[src/hw/rtl/sexl_pkg.sv]
// Shared types and constants of the S-expression lexer.
package sexl_pkg;

    // Character classes, decided once at the front.
    typedef enum logic [3:0] {
        CL_OPEN,
        CL_CLOSE,
        CL_DOT,
        CL_SPACE,
        CL_SIGN,
        CL_DIGIT,
        CL_LETTER,
        CL_NUL,
        CL_OTHER
    } t_cls;

    // One queued character together with its class.
    typedef struct packed {
        logic [7:0] text_byte;
        logic       last;
        t_cls       cls;
    } t_item;

    localparam int QUEUE_DEPTH = 2;

    localparam logic [2:0] KIND_OPEN   = 3'd0;
    localparam logic [2:0] KIND_CLOSE  = 3'd1;
    localparam logic [2:0] KIND_DOT    = 3'd2;
    localparam logic [2:0] KIND_SPACE  = 3'd3;
    localparam logic [2:0] KIND_NUMBER = 3'd4;
    localparam logic [2:0] KIND_SYMBOL = 3'd5;
    localparam logic [2:0] KIND_END    = 3'd6;
    localparam logic [2:0] KIND_ERROR  = 3'd7;

    localparam logic [1:0] ERR_NONE    = 2'd0;
    localparam logic [1:0] ERR_INVALID = 2'd1;
    localparam logic [1:0] ERR_SIGN    = 2'd2;
    localparam logic [1:0] ERR_ATOM    = 2'd3;

    localparam logic [7:0] CHAR_OPEN   = 8'h28;
    localparam logic [7:0] CHAR_CLOSE  = 8'h29;
    localparam logic [7:0] CHAR_DOT    = 8'h2E;
    localparam logic [7:0] CHAR_PLUS   = 8'h2B;
    localparam logic [7:0] CHAR_MINUS  = 8'h2D;
    localparam logic [7:0] CHAR_SPACE  = 8'h20;
    localparam logic [7:0] CHAR_NUL    = 8'h00;

endpackage

[src/hw/rtl/sexl_front.sv]
// Front end: takes input requests and classifies each character.
module sexl_front (
    input  logic              i_in_valid,
    input  logic [7:0]        i_text_byte,
    input  logic              i_last_of_string,
    input  logic              i_queue_full,
    output logic              o_in_ready,
    output logic              o_push,
    output sexl_pkg::t_item   o_item
);

    sexl_pkg::t_cls w_cls;

    always_comb begin
        if (i_text_byte == sexl_pkg::CHAR_OPEN) begin
            w_cls = sexl_pkg::CL_OPEN;
        end else if (i_text_byte == sexl_pkg::CHAR_CLOSE) begin
            w_cls = sexl_pkg::CL_CLOSE;
        end else if (i_text_byte == sexl_pkg::CHAR_DOT) begin
            w_cls = sexl_pkg::CL_DOT;
        end else if (i_text_byte == sexl_pkg::CHAR_SPACE ||
                     (i_text_byte >= 8'h09 && i_text_byte <= 8'h0D)) begin
            w_cls = sexl_pkg::CL_SPACE;
        end else if (i_text_byte == sexl_pkg::CHAR_PLUS ||
                     i_text_byte == sexl_pkg::CHAR_MINUS) begin
            w_cls = sexl_pkg::CL_SIGN;
        end else if (i_text_byte >= 8'h30 && i_text_byte <= 8'h39) begin
            w_cls = sexl_pkg::CL_DIGIT;
        end else if ((i_text_byte >= 8'h41 && i_text_byte <= 8'h5A) ||
                     (i_text_byte >= 8'h61 && i_text_byte <= 8'h7A)) begin
            w_cls = sexl_pkg::CL_LETTER;
        end else if (i_text_byte == sexl_pkg::CHAR_NUL) begin
            w_cls = sexl_pkg::CL_NUL;
        end else begin
            w_cls = sexl_pkg::CL_OTHER;
        end
    end

    assign o_in_ready       = !i_queue_full;
    assign o_push           = i_in_valid && !i_queue_full;
    assign o_item.text_byte = i_text_byte;
    assign o_item.last      = i_last_of_string;
    assign o_item.cls       = w_cls;

endmodule

[src/hw/rtl/sexl_queue.sv]
// Short queue of classified characters between front and back.
module sexl_queue (
    input  logic              i_clk,
    input  logic              i_rst_n,
    input  logic              i_push,
    input  sexl_pkg::t_item   i_item,
    input  logic              i_pop,
    output logic              o_full,
    output logic              o_head_valid,
    output sexl_pkg::t_item   o_head
);

    localparam int DEPTH = sexl_pkg::QUEUE_DEPTH;
    localparam int PTR_W = (DEPTH > 1) ? $clog2(DEPTH) : 1;
    localparam int CNT_W = $clog2(DEPTH + 1);

    sexl_pkg::t_item r_mem [DEPTH];
    logic [PTR_W-1:0] r_wr_ptr;
    logic [PTR_W-1:0] r_rd_ptr;
    logic [CNT_W-1:0] r_count;

    logic w_do_pop;

    assign o_full       = (r_count == CNT_W'(DEPTH));
    assign o_head_valid = (r_count != '0);
    assign o_head       = r_mem[r_rd_ptr];
    assign w_do_pop     = i_pop && o_head_valid;

    always_ff @(posedge i_clk) begin
        if (i_push) begin
            r_mem[r_wr_ptr] <= i_item;
        end
    end

    always_ff @(posedge i_clk) begin
        if (!i_rst_n) begin
            r_wr_ptr <= '0;
            r_rd_ptr <= '0;
            r_count  <= '0;
        end else begin
            if (i_push) begin
                r_wr_ptr <= (r_wr_ptr == PTR_W'(DEPTH - 1)) ? '0 : r_wr_ptr + 1'b1;
            end
            if (w_do_pop) begin
                r_rd_ptr <= (r_rd_ptr == PTR_W'(DEPTH - 1)) ? '0 : r_rd_ptr + 1'b1;
            end
            if (i_push && !w_do_pop) begin
                r_count <= r_count + 1'b1;
            end else if (!i_push && w_do_pop) begin
                r_count <= r_count - 1'b1;
            end
        end
    end

`ifndef SYNTH
    // front must never push into a full queue
    a_no_overflow: assert property (@(posedge i_clk) disable iff (!i_rst_n)
        o_full |-> !i_push)
        else $error("push into full queue");
`endif

endmodule

[src/hw/rtl/sexl_back.sv]
// Back end: lexer state machine and output register.
module sexl_back (
    input  logic              i_clk,
    input  logic              i_rst_n,
    input  logic              i_head_valid,
    input  sexl_pkg::t_item   i_head,
    output logic              o_pop,
    output logic              o_out_valid,
    input  logic              i_out_ready,
    output logic [2:0]        o_token_kind,
    output logic [7:0]        o_token_char,
    output logic              o_starts_token,
    output logic [1:0]        o_error_code,
    output logic              o_run_last
);

    typedef enum logic [2:0] {
        M_IDLE,
        M_SPACE,
        M_SIGN,
        M_NUMBER,
        M_SYMBOL,
        M_ERR_INVALID,
        M_ERR_SIGN,
        M_ERR_ATOM
    } t_mode;

    t_mode      r_mode;
    logic       r_end_pending;
    logic       r_out_valid;
    logic [2:0] r_kind;
    logic [7:0] r_char;
    logic       r_start;
    logic [1:0] r_code;
    logic       r_last;

    t_mode      n_mode;
    logic [2:0] n_kind;
    logic [7:0] n_char;
    logic       n_start;
    logic [1:0] n_code;
    logic [1:0] w_end_code;
    logic       w_load;
    logic       w_delim;

    sexl_pkg::t_cls w_cls;

    assign w_cls   = i_head.cls;
    assign w_load  = i_head_valid && (!r_out_valid || i_out_ready);
    assign o_pop   = w_load && (r_end_pending || !i_head.last);
    assign w_delim = (w_cls == sexl_pkg::CL_OPEN)  || (w_cls == sexl_pkg::CL_CLOSE) ||
                     (w_cls == sexl_pkg::CL_DOT)   || (w_cls == sexl_pkg::CL_SPACE) ||
                     (w_cls == sexl_pkg::CL_NUL);

    // token result for the head character
    always_comb begin
        n_mode  = r_mode;
        n_kind  = sexl_pkg::KIND_ERROR;
        n_char  = i_head.text_byte;
        n_start = 1'b1;
        n_code  = sexl_pkg::ERR_NONE;
        unique case (r_mode) inside
            M_ERR_INVALID, M_ERR_SIGN, M_ERR_ATOM: begin
                n_start = 1'b0;
                n_code  = (r_mode == M_ERR_INVALID) ? sexl_pkg::ERR_INVALID :
                          (r_mode == M_ERR_SIGN)    ? sexl_pkg::ERR_SIGN :
                                                      sexl_pkg::ERR_ATOM;
            end
            M_SIGN: begin
                if (w_cls == sexl_pkg::CL_DIGIT) begin
                    n_kind  = sexl_pkg::KIND_NUMBER;
                    n_start = 1'b0;
                    n_mode  = M_NUMBER;
                end else begin
                    n_code = sexl_pkg::ERR_SIGN;
                    n_mode = M_ERR_SIGN;
                end
            end
            default: begin
                if (r_mode == M_NUMBER && w_cls == sexl_pkg::CL_DIGIT) begin
                    n_kind  = sexl_pkg::KIND_NUMBER;
                    n_start = 1'b0;
                end else if (r_mode == M_SYMBOL && (w_cls == sexl_pkg::CL_DIGIT ||
                             w_cls == sexl_pkg::CL_LETTER)) begin
                    n_kind  = sexl_pkg::KIND_SYMBOL;
                    n_start = 1'b0;
                end else if (r_mode == M_SPACE && w_cls == sexl_pkg::CL_SPACE) begin
                    n_kind  = sexl_pkg::KIND_SPACE;
                    n_char  = sexl_pkg::CHAR_SPACE;
                    n_start = 1'b0;
                end else if ((r_mode == M_NUMBER || r_mode == M_SYMBOL) && !w_delim) begin
                    n_code = sexl_pkg::ERR_ATOM;
                    n_mode = M_ERR_ATOM;
                end else begin
                    // fresh token
                    unique case (w_cls)
                        sexl_pkg::CL_OPEN: begin
                            n_kind = sexl_pkg::KIND_OPEN;
                            n_mode = M_IDLE;
                        end
                        sexl_pkg::CL_CLOSE: begin
                            n_kind = sexl_pkg::KIND_CLOSE;
                            n_mode = M_IDLE;
                        end
                        sexl_pkg::CL_DOT: begin
                            n_kind = sexl_pkg::KIND_DOT;
                            n_mode = M_IDLE;
                        end
                        sexl_pkg::CL_SPACE: begin
                            n_kind = sexl_pkg::KIND_SPACE;
                            n_char = sexl_pkg::CHAR_SPACE;
                            n_mode = M_SPACE;
                        end
                        sexl_pkg::CL_SIGN: begin
                            n_kind = sexl_pkg::KIND_NUMBER;
                            n_mode = M_SIGN;
                        end
                        sexl_pkg::CL_DIGIT: begin
                            n_kind = sexl_pkg::KIND_NUMBER;
                            n_mode = M_NUMBER;
                        end
                        sexl_pkg::CL_LETTER: begin
                            n_kind = sexl_pkg::KIND_SYMBOL;
                            n_mode = M_SYMBOL;
                        end
                        default: begin
                            n_code = sexl_pkg::ERR_INVALID;
                            n_mode = M_ERR_INVALID;
                        end
                    endcase
                end
            end
        endcase
    end

    // end-of-string code from the mode the last character left behind
    always_comb begin
        unique case (r_mode)
            M_ERR_INVALID: w_end_code = sexl_pkg::ERR_INVALID;
            M_ERR_SIGN:    w_end_code = sexl_pkg::ERR_SIGN;
            M_ERR_ATOM:    w_end_code = sexl_pkg::ERR_ATOM;
            M_SIGN:        w_end_code = sexl_pkg::ERR_SIGN;
            default:       w_end_code = sexl_pkg::ERR_NONE;
        endcase
    end

    always_ff @(posedge i_clk) begin
        if (!i_rst_n) begin
            r_mode        <= M_IDLE;
            r_end_pending <= 1'b0;
            r_out_valid   <= 1'b0;
        end else begin
            if (w_load) begin
                r_out_valid <= 1'b1;
                if (r_end_pending) begin
                    r_mode        <= M_IDLE;
                    r_end_pending <= 1'b0;
                end else begin
                    r_mode        <= n_mode;
                    r_end_pending <= i_head.last;
                end
            end else if (i_out_ready) begin
                r_out_valid <= 1'b0;
            end
        end
        if (w_load) begin
            if (r_end_pending) begin
                r_kind  <= sexl_pkg::KIND_END;
                r_char  <= '0;
                r_start <= 1'b1;
                r_code  <= w_end_code;
                r_last  <= 1'b1;
            end else begin
                r_kind  <= n_kind;
                r_char  <= n_char;
                r_start <= n_start;
                r_code  <= n_code;
                r_last  <= !i_head.last;
            end
        end
    end

    assign o_out_valid    = r_out_valid;
    assign o_token_kind   = r_kind;
    assign o_token_char   = r_char;
    assign o_starts_token = r_start;
    assign o_error_code   = r_code;
    assign o_run_last     = r_last;

`ifndef SYNTH
    // while an end result is owed, the token before it sits in the output
    a_end_follows_token: assert property (@(posedge i_clk) disable iff (!i_rst_n)
        r_end_pending |-> (r_out_valid && !r_last && r_kind != sexl_pkg::KIND_END))
        else $error("end pending without its token in the output register");

    // an error result always carries a code
    a_error_has_code: assert property (@(posedge i_clk) disable iff (!i_rst_n)
        (r_out_valid && r_kind == sexl_pkg::KIND_ERROR) |-> (r_code != sexl_pkg::ERR_NONE))
        else $error("error result without error code");

    // the end result closes the string: lexer is back to idle
    a_end_resets_mode: assert property (@(posedge i_clk) disable iff (!i_rst_n)
        (r_out_valid && r_kind == sexl_pkg::KIND_END) |->
            (r_start && r_last && r_char == '0 && !r_end_pending &&
             ($past(r_end_pending) == 1'b0 || r_mode == M_IDLE)))
        else $error("malformed end-of-string result");
`endif

endmodule

[src/hw/rtl/s_expression_lexer.sv]
// Top level of the S-expression lexer: front classifier, queue and back state machine.
//
// Tags one ASCII character per request as part of a token (open, close, dot,
// space run, number with optional sign, symbol) and follows the last character
// of each string with an end-of-string result that carries the string's error
// code. Errors are sticky to the end of the string; on a nonzero code the
// consumer discards all tokens of that string. Throughput is one character per
// cycle and one result per cycle while i_out_ready stays high and the queue has
// room: a character marked last_of_string yields two results, both given by the
// single output register of the back state machine. An accepted character is
// written into the queue, and the output register then loads its first result
// from the queue head.
// The two-entry queue between the classifier and the state machine lets the
// input side keep taking characters while a result waits on i_out_ready.
module s_expression_lexer (
    input  logic       i_clk,
    input  logic       i_rst_n,
    input  logic       i_in_valid,
    output logic       o_in_ready,
    input  logic [7:0] i_text_byte,
    input  logic       i_last_of_string,
    output logic       o_out_valid,
    input  logic       i_out_ready,
    output logic [2:0] o_token_kind,
    output logic [7:0] o_token_char,
    output logic       o_starts_token,
    output logic [1:0] o_error_code,
    output logic       o_run_last
);

    logic            w_push;
    logic            w_pop;
    logic            w_full;
    logic            w_head_valid;
    sexl_pkg::t_item w_item;
    sexl_pkg::t_item w_head;

    // character classification at the input
    sexl_front u_front (
        .i_in_valid       (i_in_valid),
        .i_text_byte      (i_text_byte),
        .i_last_of_string (i_last_of_string),
        .i_queue_full     (w_full),
        .o_in_ready       (o_in_ready),
        .o_push           (w_push),
        .o_item           (w_item)
    );

    // decouples input acceptance from output stalls
    sexl_queue u_queue (
        .i_clk        (i_clk),
        .i_rst_n      (i_rst_n),
        .i_push       (w_push),
        .i_item       (w_item),
        .i_pop        (w_pop),
        .o_full       (w_full),
        .o_head_valid (w_head_valid),
        .o_head       (w_head)
    );

    // lexer mode, sticky errors and end-of-string insertion
    sexl_back u_back (
        .i_clk          (i_clk),
        .i_rst_n        (i_rst_n),
        .i_head_valid   (w_head_valid),
        .i_head         (w_head),
        .o_pop          (w_pop),
        .o_out_valid    (o_out_valid),
        .i_out_ready    (i_out_ready),
        .o_token_kind   (o_token_kind),
        .o_token_char   (o_token_char),
        .o_starts_token (o_starts_token),
        .o_error_code   (o_error_code),
        .o_run_last     (o_run_last)
    );

endmodule

[config.mk]
export PLATFORM = sky130hd
export DESIGN_NAME = s_expression_lexer
export DESIGN_NICKNAME = d
export VERILOG_FILES = /design/src/hw/rtl/sexl_pkg.sv /design/src/hw/rtl/sexl_front.sv /design/src/hw/rtl/sexl_queue.sv /design/src/hw/rtl/sexl_back.sv /design/src/hw/rtl/s_expression_lexer.sv
export SDC_FILE = /design/constraint.sdc
export NUM_CORES = 1
export LEC_CHECK = 0
export BUFFER_PORTS_ARGS = -buffer_cell sky130_fd_sc_hd__buf_2
export CAP_MARGIN = 20
export CORE_AREA = 2 2 77 79
export DETAILED_ROUTE_END_ITERATION = 10
export DIE_AREA = 0 0 79 81
export HOLD_SLACK_MARGIN = 0.15
export PLACE_DENSITY = 0.65
export SKIP_LAST_GASP = 1
export SLEW_MARGIN = 10
export SYNTH_ARGS = -nofsm -noshare
export SYNTH_HDL_FRONTEND = slang
export SYNTH_SLANG_ARGS = --single-unit
[constraint.sdc]
create_clock -name i_clk -period 2.46 [get_ports i_clk]
set_input_delay 0.492 -clock i_clk [delete_from_list [all_inputs] [get_ports i_clk]]
set_output_delay 0.492 -clock i_clk [all_outputs]
set_load 0.005 [all_outputs]
==> results of run 1 <==
==> worst register-to-register path: stages (launching register included) <==
cell	delay (ps)
dfxtp_2	500
mux2_2	390
o21a_1	130
o21a_1	170
a21oi_1	300
a21o_1	290
nor2_1	80
==> final cells by class <==
class	count	area, sq um	share of cell area (%)
tap	75	93.8	3.29
clock inverter	3	47.5	1.67
timing repair buffer	38	213	7.46
clock buffer	5	68.8	2.41
multi-input combinational	154	978	34.3
inverter	5	18.8	0.658
sequential	51	1430	50.2
==> per-layer routing <==
layer	GRT usage [%]	up-vias	wire, um
met1	18.6	820	1980
met5	0	-	0
met3	3.00	7	204
met4	7.41	0	93
met2	25.6	42	2180
li1	-	901	-
==> synth_stat cells, types with 4 or more instances <==
| cell type | instances | area share [%] |
|---|---|---|
| nor2b_1 | 4 | 1.0 |
| inv_1 | 5 | 0.76 |
| dfxtp_1 | 10 | 8.1 |
| and2_1 | 5 | 1.3 |
| clkbuf_1 | 8 | 1.2 |
| nor2_1 | 22 | 3.3 |
| nand3_1 | 8 | 1.6 |
| o21ai_0 | 13 | 2.6 |
| mux2i_1 | 12 | 4.9 |
| a211o_1 | 5 | 1.8 |
| a21oi_1 | 11 | 2.2 |
| edfxtp_1 | 41 | 50 |
| nand2_1 | 15 | 2.3 |
| nor3_1 | 7 | 1.4 |
==> final timing paths <==
check	from	to	slack (ps)	cells after the start
worst min register to register	u_queue.r_count[1]	u_queue.r_count[1]	540	2
worst max register to register	flip-flop	u_back.o_token_char[0]	360	6
worst max-delay path	flip-flop	u_back.o_token_char[0]	360	6
worst min-delay path	i_last_of_string	u_queue.r_mem[1][4]	380	1
==> cells by family (layout without fill, tap and decap cells) <==
logic type | Yosys count | in the layout | synth area share (%)
AO/OA/AOI/OAI | 58 | 58 | 16.0
XOR/XNOR | 4 | 4 | 1.42
adder cells (fa/ha/maj) | 1 | 1 | 0.506
buffers and inverters | 15 | 51 | 2.63
flip-flops | 51 | 51 | 57.9
multiplexers | 15 | 15 | 6.22
AND/OR/NAND/NOR | 76 | 76 | 15.3
==> through the flow <==
step                power (W)  setup slack [ps]
finish                0.00293               363
global route          0.00313               122
CTS                   0.00294               195
detailed placement    0.00236               202
global placement      0.00235               240
floorplan             0.00203               262
==> where the power goes <==
part | switching, W | total [W] | internal [W]
logic | 0.000511 | 0.000943 | 0.000432
clock network | 0.000287 | 0.000596 | 0.000308
registers | 0.000151 | 0.00139 | 0.00124
total | 0.000949 | 0.00293 | 0.00198
==> sequential cells by signal, indices dropped and copies added, names as in the netlist, 2 cells and up, named ones only <==
| register | cells |
|---|---|
| u_back.o_token_char | 8 |
| u_queue.r_count | 2 |
| u_back.o_token_kind | 3 |
| u_back.o_error_code | 2 |
| u_queue.r_mem | 26 |
| u_back.r_mode | 3 |
==> cell usage in the layout (no fill, tap or decap), drive strengths merged, types with 2 or more instances in the layout <==
cell type,n
edfxtp,41
buf,38
nor2,22
nand2,15
o21ai,14
mux2i,12
a21oi,12
dfxtp,10
nand3,8
nor3,7
inv,6
a211o,5
and2,5
clkbuf,5
nor2b,4
a21boi,4
nand2b,3
or3,3
o211ai,3
a21o,3
mux2,3
xnor2,3
o21a,3
o41ai,2
nor4bb,2
a32oi,2
nor3b,2
o22ai,2
==> what timing repair did <==
item | 4_1_cts | 5_1_grt
setup endpoints to repair | 0 | 3
hold buffers | 0 | 0
resized for setup | 0 | 1
==> results.cfg, run 1 <==
[status]
status = finished clean

[yosys]
avgSynthCellArea_sq_um = 11.2
syn_nets = 234
yosys_warnings = 0
syn_area_sq_um = 2470
netlist_instances = 220
synthArstFlopShare_pct = 0
synth_cell_type_count = 47
yosysSeqAreaShare_pct = 57.9
synth_edf_count = 41
ys.flop_type = edfxtp_1
synth-seq-cells = 51

[power_and_ir_drop]
p_leak_nw = 1.03
pwr_density_cell_nw_per_um2 = 1030
vdd_ir_drop_max_mv = 0.335

[cts]
cts_max_path_buffers = 2
cts-root-buf = clkbuf_8
clk_pin_slew_worst_paths_ps = 100
htree_levels = 2
post_cts_buffers = 0
cts.sinks = 51
clk_latency_ps = 310
cts_tree = built
cts_buffers = 5

[timing]
setup_viol = 0
min_period_ps = 2100
finalHoldViolCount = 0
tns_ps = 0
clock_skew_ps = 6.80
timing.fmax_mhz = 477
worst_slew_pin_slew_ps = 583
rsz0062_at_grt = false
max-slew-margin-rel_pct = 61.1
finalMaxSlewViolations = 0
hold_ws_ps = 379
finalCritPeriodShare_pct = 85.2

[detailed_routing]
wl_per_cell_um = 13.5
drt_iter0_markers = 125
drc = 0
drt-vias-per-instance = 5.35
vias = 1770
antenna_left = 0
drt-total-wl_um = 4460
first_pass_iters = 4

[final_layout]
antenna_cells = 0
fill_cells = 533
stdcell_count = 331
area_growth_pct = 15.4
drive_above_1_share_pct = 20.3
final_nets = 269
final_util_pct = 50.3
fin_area_sq_um = 2850

[setup_path]
cpPeakStageDelay_ps = 500
slowest_stage = dfxtp_2
worstPathArrival_ps = 2170
start_kind = flip-flop
path_cells = mux2_2 -> o21a_1 -> o21a_1 -> a21oi_1 -> a21o_1 -> nor2_1
critPathBufInv = 0
worstSetupPathType = flip-flop to flip-flop
cp-end-kind = flip-flop
critPathMostFrequentCell = o21a_1
path_delay_family = compound AO/OA/AOI/OAI gates
critPathMaxFanout = 15
cp.required_ps = 2530

[grt]
grt_max_degree = 18
gr-total-overflow = 0
grt_util_all_layers_pct = 15.1
grt_pass1_vias = 1585
grt_pass1_wl_um = 7420
antenna_found_initial = 0

[floorplanning]
die_area_sq_um = 6400
die_h_um = 81
core-area_sq_um = 5680
fp.dieW_um = 79
num_rows = 28
start_util_pct = 43.6
ios = 30

[place]
io_buffers = 29
dp_hpwl_um = 3240
dp.cells = 323
postPlaceCellArea_sq_um = 2740
gp_congestion = 0.930

[job]
drv_cap = 0

[worst_hold_path]
hp-class = primary input to flip-flop
Power figures use the tool's default switching activity.
==> inputs of run 2 (changes only) <==
- CELL_PAD_IN_SITES_DETAIL_PLACEMENT: default -> 0
- CELL_PAD_IN_SITES_GLOBAL_PLACEMENT: default -> 1
- CORE_AREA: 2 2 77 79 -> 2 2 81 83
- DIE_AREA: 0 0 79 81 -> 0 0 83 85
- PLACE_DENSITY: 0.65 -> default
- PLACE_DENSITY_LB_ADDON: default -> 0.1
==> run 2 against run 1 <==
  * Non-clock buffer count rose by 2
  * Worst hold slack lost 9.7 ps
  * Wire length is 9.1% higher
  * Via count rose by 0.73%
  * Register-to-register slack worse by 60 ps
  * Die area increased by 10%
  * Largest power group unchanged
  * Sequential power barely moved
  * Critical path type unchanged
  * Critical path depth grew 1
==> results.cfg, run 2 (same netlist as run 1, synthesis figures left out) <==
[grt]
antenna_found_initial = 0
grt_max_degree = 19
grt_util_all_layers_pct = 14.6
gr-total-overflow = 0
grt_pass1_wl_um = 8310
grt_pass1_vias = 1664

[cts]
ctsResizeCount = 0
clk_latency_ps = 310
cts_buffers = 5
cts-root-buf = clkbuf_8
cts.sinks = 51
post_cts_buffers = 0
clk_pin_slew_worst_paths_ps = 110
htree_levels = 2
cts_hold_buffers = 0
cts_tree = built
cts_max_path_buffers = 2

[final_layout]
drive_above_1_share_pct = 20.5
largest_register_ffs = 26
area_growth_pct = 15.3
antenna_cells = 0
layout_common_cells = edfxtp_1, buf_2, nor2_1
final_nets = 271
final_common_cell = edfxtp_1
final_util_pct = 45.9
regMostFlops = u_queue.r_mem

[timing]
finalMaxSlewViolations = 0
finalCritPeriodShare_pct = 87.6
setup_viol = 0
setup_ws_ps = 306
rsz0062_at_grt = false
clock_skew_ps = 9.98
worst_slew_pin_slew_ps = 604
min_period_ps = 2150
tns_ps = 0
finalHoldViolCount = 0
timing.fmax_mhz = 464
max-slew-margin-rel_pct = 59.8

[setup_path]
critPathMaxFanout = 8
critPathMostFrequentCell = nor2_1
worstSetupPathType = flip-flop to flip-flop
reg2reg_depth = 7
cp.required_ps = 2530
worstPathArrival_ps = 2230
slowest_stage = dfxtp_1
cp-end-kind = flip-flop
cpPeakStageDelay_ps = 410
r2r_end = u_back.o_token_char[3]
path_cells = buf_4 -> and3b_1 -> nor2_1 -> o21ai_0 -> a21oi_1 -> a21o_1 -> nor2_1
ff2ff_setup_slack_ps = 310
start_kind = flip-flop

[detailed_routing]
vias = 1783
wl_per_cell_um = 14.5
antenna_left = 0
drt-vias-per-instance = 5.32
drt-total-wl_um = 4860
drt_iter0_markers = 83
drc = 0
first_pass_iters = 4

[power_and_ir_drop]
p_total_w = 0.00288
vdd_ir_drop_max_mv = 0.364
p_leak_nw = 1.04
pwr-share-seq_pct = 48.3
clkPwrFrac_pct = 17.8
switchingPower_w = 0.000985
p_int_w = 0.00189
pwr_density_cell_nw_per_um2 = 1010
switching_share_pct = 34.2
pwr-share-comb_pct = 33.9

[worst_hold_path]
hp-class = primary input to flip-flop
hold_depth = 1
hold_start = i_last_of_string
hold_end = u_queue.r_mem[1][4]

[floorplanning]
die_area_sq_um = 7060
die_h_um = 85
start_util_pct = 39.8
ios = 30
fp.dieW_um = 83
num_rows = 29
core-area_sq_um = 6200

[place]
dp_hpwl_um = 3540
pre_cts_ws_ps = 325
gp_congestion = 0.816
io_buffers = 29

[job]
drv_cap = 0

[status]
status = finished clean
## run 2: final cells by class
type,count,area (sq um)
fill,592,3350
sequential,51,1430
multi-input combinational,154,978
timing repair buffer,40,228
tap,77,96.3
clock buffer,5,68.8
clock inverter,3,28.8
inverter,5,18.8
## run 2: per-stage QoR
step	std cells	hold slack (ps)	instance area [sq um]
floorplan	220	491	2470
global placement	327	524	2750
detailed placement	327	531	2750
CTS	335	360	2850
global route	335	355	2850
finish	335	369	2850
## run 2: per-layer routing
| metal | GRT usage [%] | vias up | wire length [um] |
|---|---|---|---|
| met4 | 3.58 | 0 | 15 |
| li1 | - | 902 | - |
| met1 | 21.0 | 832 | 2470 |
| met5 | 0 | - | 0 |
| met2 | 22.7 | 47 | 2190 |
| met3 | 3.31 | 2 | 188 |
## run 2: power groups by stage
stage	clock (W)	combinational, W	sequential, W
4_1_cts	0.000533	0.000988	0.00140
5_1_grt	0.000565	0.00110	0.00142
6_report	0.000512	0.000976	0.00139
3_3_place_gp	0	0.000988	0.00141
3_5_place_dp	0	0.000984	0.00142
2_1_floorplan	0	0.000676	0.00136
## run 2: worst max-delay path, delay by kind of cell (launching register included)
family                 cells  cell delay [ps]
and+or+nand+nor            3              470
AOI/OAI and AO/OA          3              820
buffers and inverters      1              200
DFF                        1              410
## run 2: worst max path at each step
stage / from / to / slack, ps / cells past startpoint
after CTS: flip-flop / u_back.o_token_char[4] / 310 / 7
after global placement: flip-flop / u_back.o_token_kind[1] / 300 / 6
after global routing: flip-flop / u_back.o_token_char[4] / 100 / 6
after detailed placement: flip-flop / u_back.o_token_char[4] / 320 / 7
after floorplan: flip-flop / u_queue.r_count[1] / 260 / 8
final: flip-flop / u_back.o_token_char[3] / 310 / 7
==> inputs of run 3 (changes only) <==
- CORE_AREA: 2 2 81 83 -> 2 2 79 81
- CTS_BUF_LIST: default -> sky130_fd_sc_hd__clkbuf_4
- DIE_AREA: 0 0 83 85 -> 0 0 81 83
==> run 3 against run 2 <==
  * Worst hold slack worse by 50 ps
  * Clock power shrank 23%
  * Design area shrank 0.92%
  * Register-to-register slack gained 40 ps
  * Non-clock buffer count up 1
  * Sequential share of layout area increased by 0.51 points
  * Clock skew hardly changed
  * Utilization is 2.6 points higher
==> results.cfg, run 3 (same netlist as run 1, synthesis figures left out) <==
[detailed_routing]
drc = 0
drt_iter0_markers = 115
drt-total-wl_um = 4690
antenna_left = 0
wl_per_cell_um = 14.0
first_pass_iters = 4
vias = 1810
drt-vias-per-instance = 5.42

[floorplanning]
die_area_sq_um = 6720
num_rows = 28
core-area_sq_um = 5820
start_util_pct = 42.5
ios = 30
die_h_um = 83
fp.dieW_um = 81

[final_layout]
regMostFlops = u_queue.r_mem
final_util_pct = 48.6
multiInputGateArea_sq_um = 978
fill_cells = 562
area_growth_pct = 14.2
antenna_cells = 0
final_common_cell = edfxtp_1
drive_above_1_share_pct = 21.2
register_area_sq_um = 1430
layout_common_cells = edfxtp_1, buf_2, nor2_1
final_nets = 272
largest_register_ffs = 26
stdcell_count = 334

[place]
io_buffers = 29
dp_hpwl_um = 3490
gp_congestion = 0.847
dp.cells = 326

[timing]
min_period_ps = 2110
setup_viol = 0
hold_ws_ps = 319
tns_ps = 0
rsz0062_at_grt = false
clock_skew_ps = 9.68
finalCritPeriodShare_pct = 85.8
finalHoldViolCount = 0
finalMaxSlewViolations = 0
timing.fmax_mhz = 474
worst_slew_pin_slew_ps = 603
max-slew-margin-rel_pct = 59.8

[cts]
cts-root-buf = clkbuf_4
htree_levels = 2
clk_latency_ps = 380
clk_pin_slew_worst_paths_ps = 150
cts_tree = built
cts_hold_buffers = 0
cts.sinks = 51
cts_buffers = 5
cts_max_path_buffers = 2
ctsResizeCount = 0
post_cts_buffers = 0

[power_and_ir_drop]
pwr_density_cell_nw_per_um2 = 981
vdd_ir_drop_max_mv = 0.377
p_leak_nw = 1.03

[setup_path]
cp.required_ps = 2590
start_kind = flip-flop
path_cells = mux2_2 -> a211o_1 -> o21ai_0 -> o21ai_0 -> nor3_1 -> a221oi_1
critPathMostFrequentCell = o21ai_0
worstPathArrival_ps = 2240
critPathBufInv = 0
worstSetupPathType = flip-flop to flip-flop
cpPeakStageDelay_ps = 530
slowest_stage = dfxtp_2
critPathMaxFanout = 15
path_delay_family = compound AO/OA/AOI/OAI gates
cp-end-kind = flip-flop

[grt]
grt_use_met3_pct = 4.02
antenna_found_initial = 0
grt_use_met1_pct = 20.8
gr-total-overflow = 0
grt_pass1_wl_um = 7800
grt_util_all_layers_pct = 15.1
grtUsageMet2_pct = 23.0
grt-busiest-layer = met2
grt_max_degree = 19
grt_pass1_vias = 1598

[worst_hold_path]
hold_start = i_last_of_string
hp-class = primary input to flip-flop

[job]
drv_cap = 0

[status]
status = finished clean
==> run 3: cell count changes in the layout (fill, tap and decap cells not counted) <==
cell,before,now
buf_4,11,12
clkbuf_4,0,5
clkbuf_8,5,0
clkinv_4,2,1
clkinvlp_4,0,1
dfxtp_1,10,9
dfxtp_2,0,1
==> run 3: path summary, 6_finish.rpt <==
kind              cells after the start                     end  slack (ps)
setup / recovery                      6  u_back.o_token_kind[0]         350
hold / removal                        1     u_queue.r_mem[0][4]         320
hold reg to reg                       2        u_back.r_mode[2]         540
setup reg to reg                      6  u_back.o_token_kind[0]         350
==> run 3: power breakdown <==
group	switching (W)	internal, W
Sequential	0.000132	0.00124
Clock	0.000275	0.000120
Combinational	0.000546	0.000454
==> run 3: routing by layer <==
layer | wire (um) | share of wire, %
met2 | 2170 | 46
met3 | 261 | 5.6
met1 | 2180 | 47
met4 | 75 | 1.6
met5 | 0 | 0
==> run 3: worst reg2reg max path: stages, from the launching register on <==
cell      delay, ps
dfxtp_2         530
mux2_2          380
a211o_1         240
o21ai_0         240
o21ai_0         170
nor3_1          200
a221oi_1        100
==> run 3: cell type report <==
cell class / instances / share of cell area [%]
clock buffers: 5 / 1.33
clock inverters: 3 / 0.975
inverters: 5 / 0.665
multi-input cells: 154 / 34.6
flip-flops and latches: 51 / 50.7
well taps: 75 / 3.32
repair buffers: 41 / 8.33
==> run 3: per-stage QoR <==
| stage | cell area [sq um] | setup WS (ps) | power, W |
|---|---|---|---|
| detailed placement | 2760 | 232 | 0.00240 |
| CTS | 2820 | 209 | 0.00278 |
| finish | 2820 | 350 | 0.00277 |
| global route | 2820 | 186 | 0.00298 |
| global placement | 2760 | 224 | 0.00241 |
| floorplan | 2470 | 262 | 0.00203 |
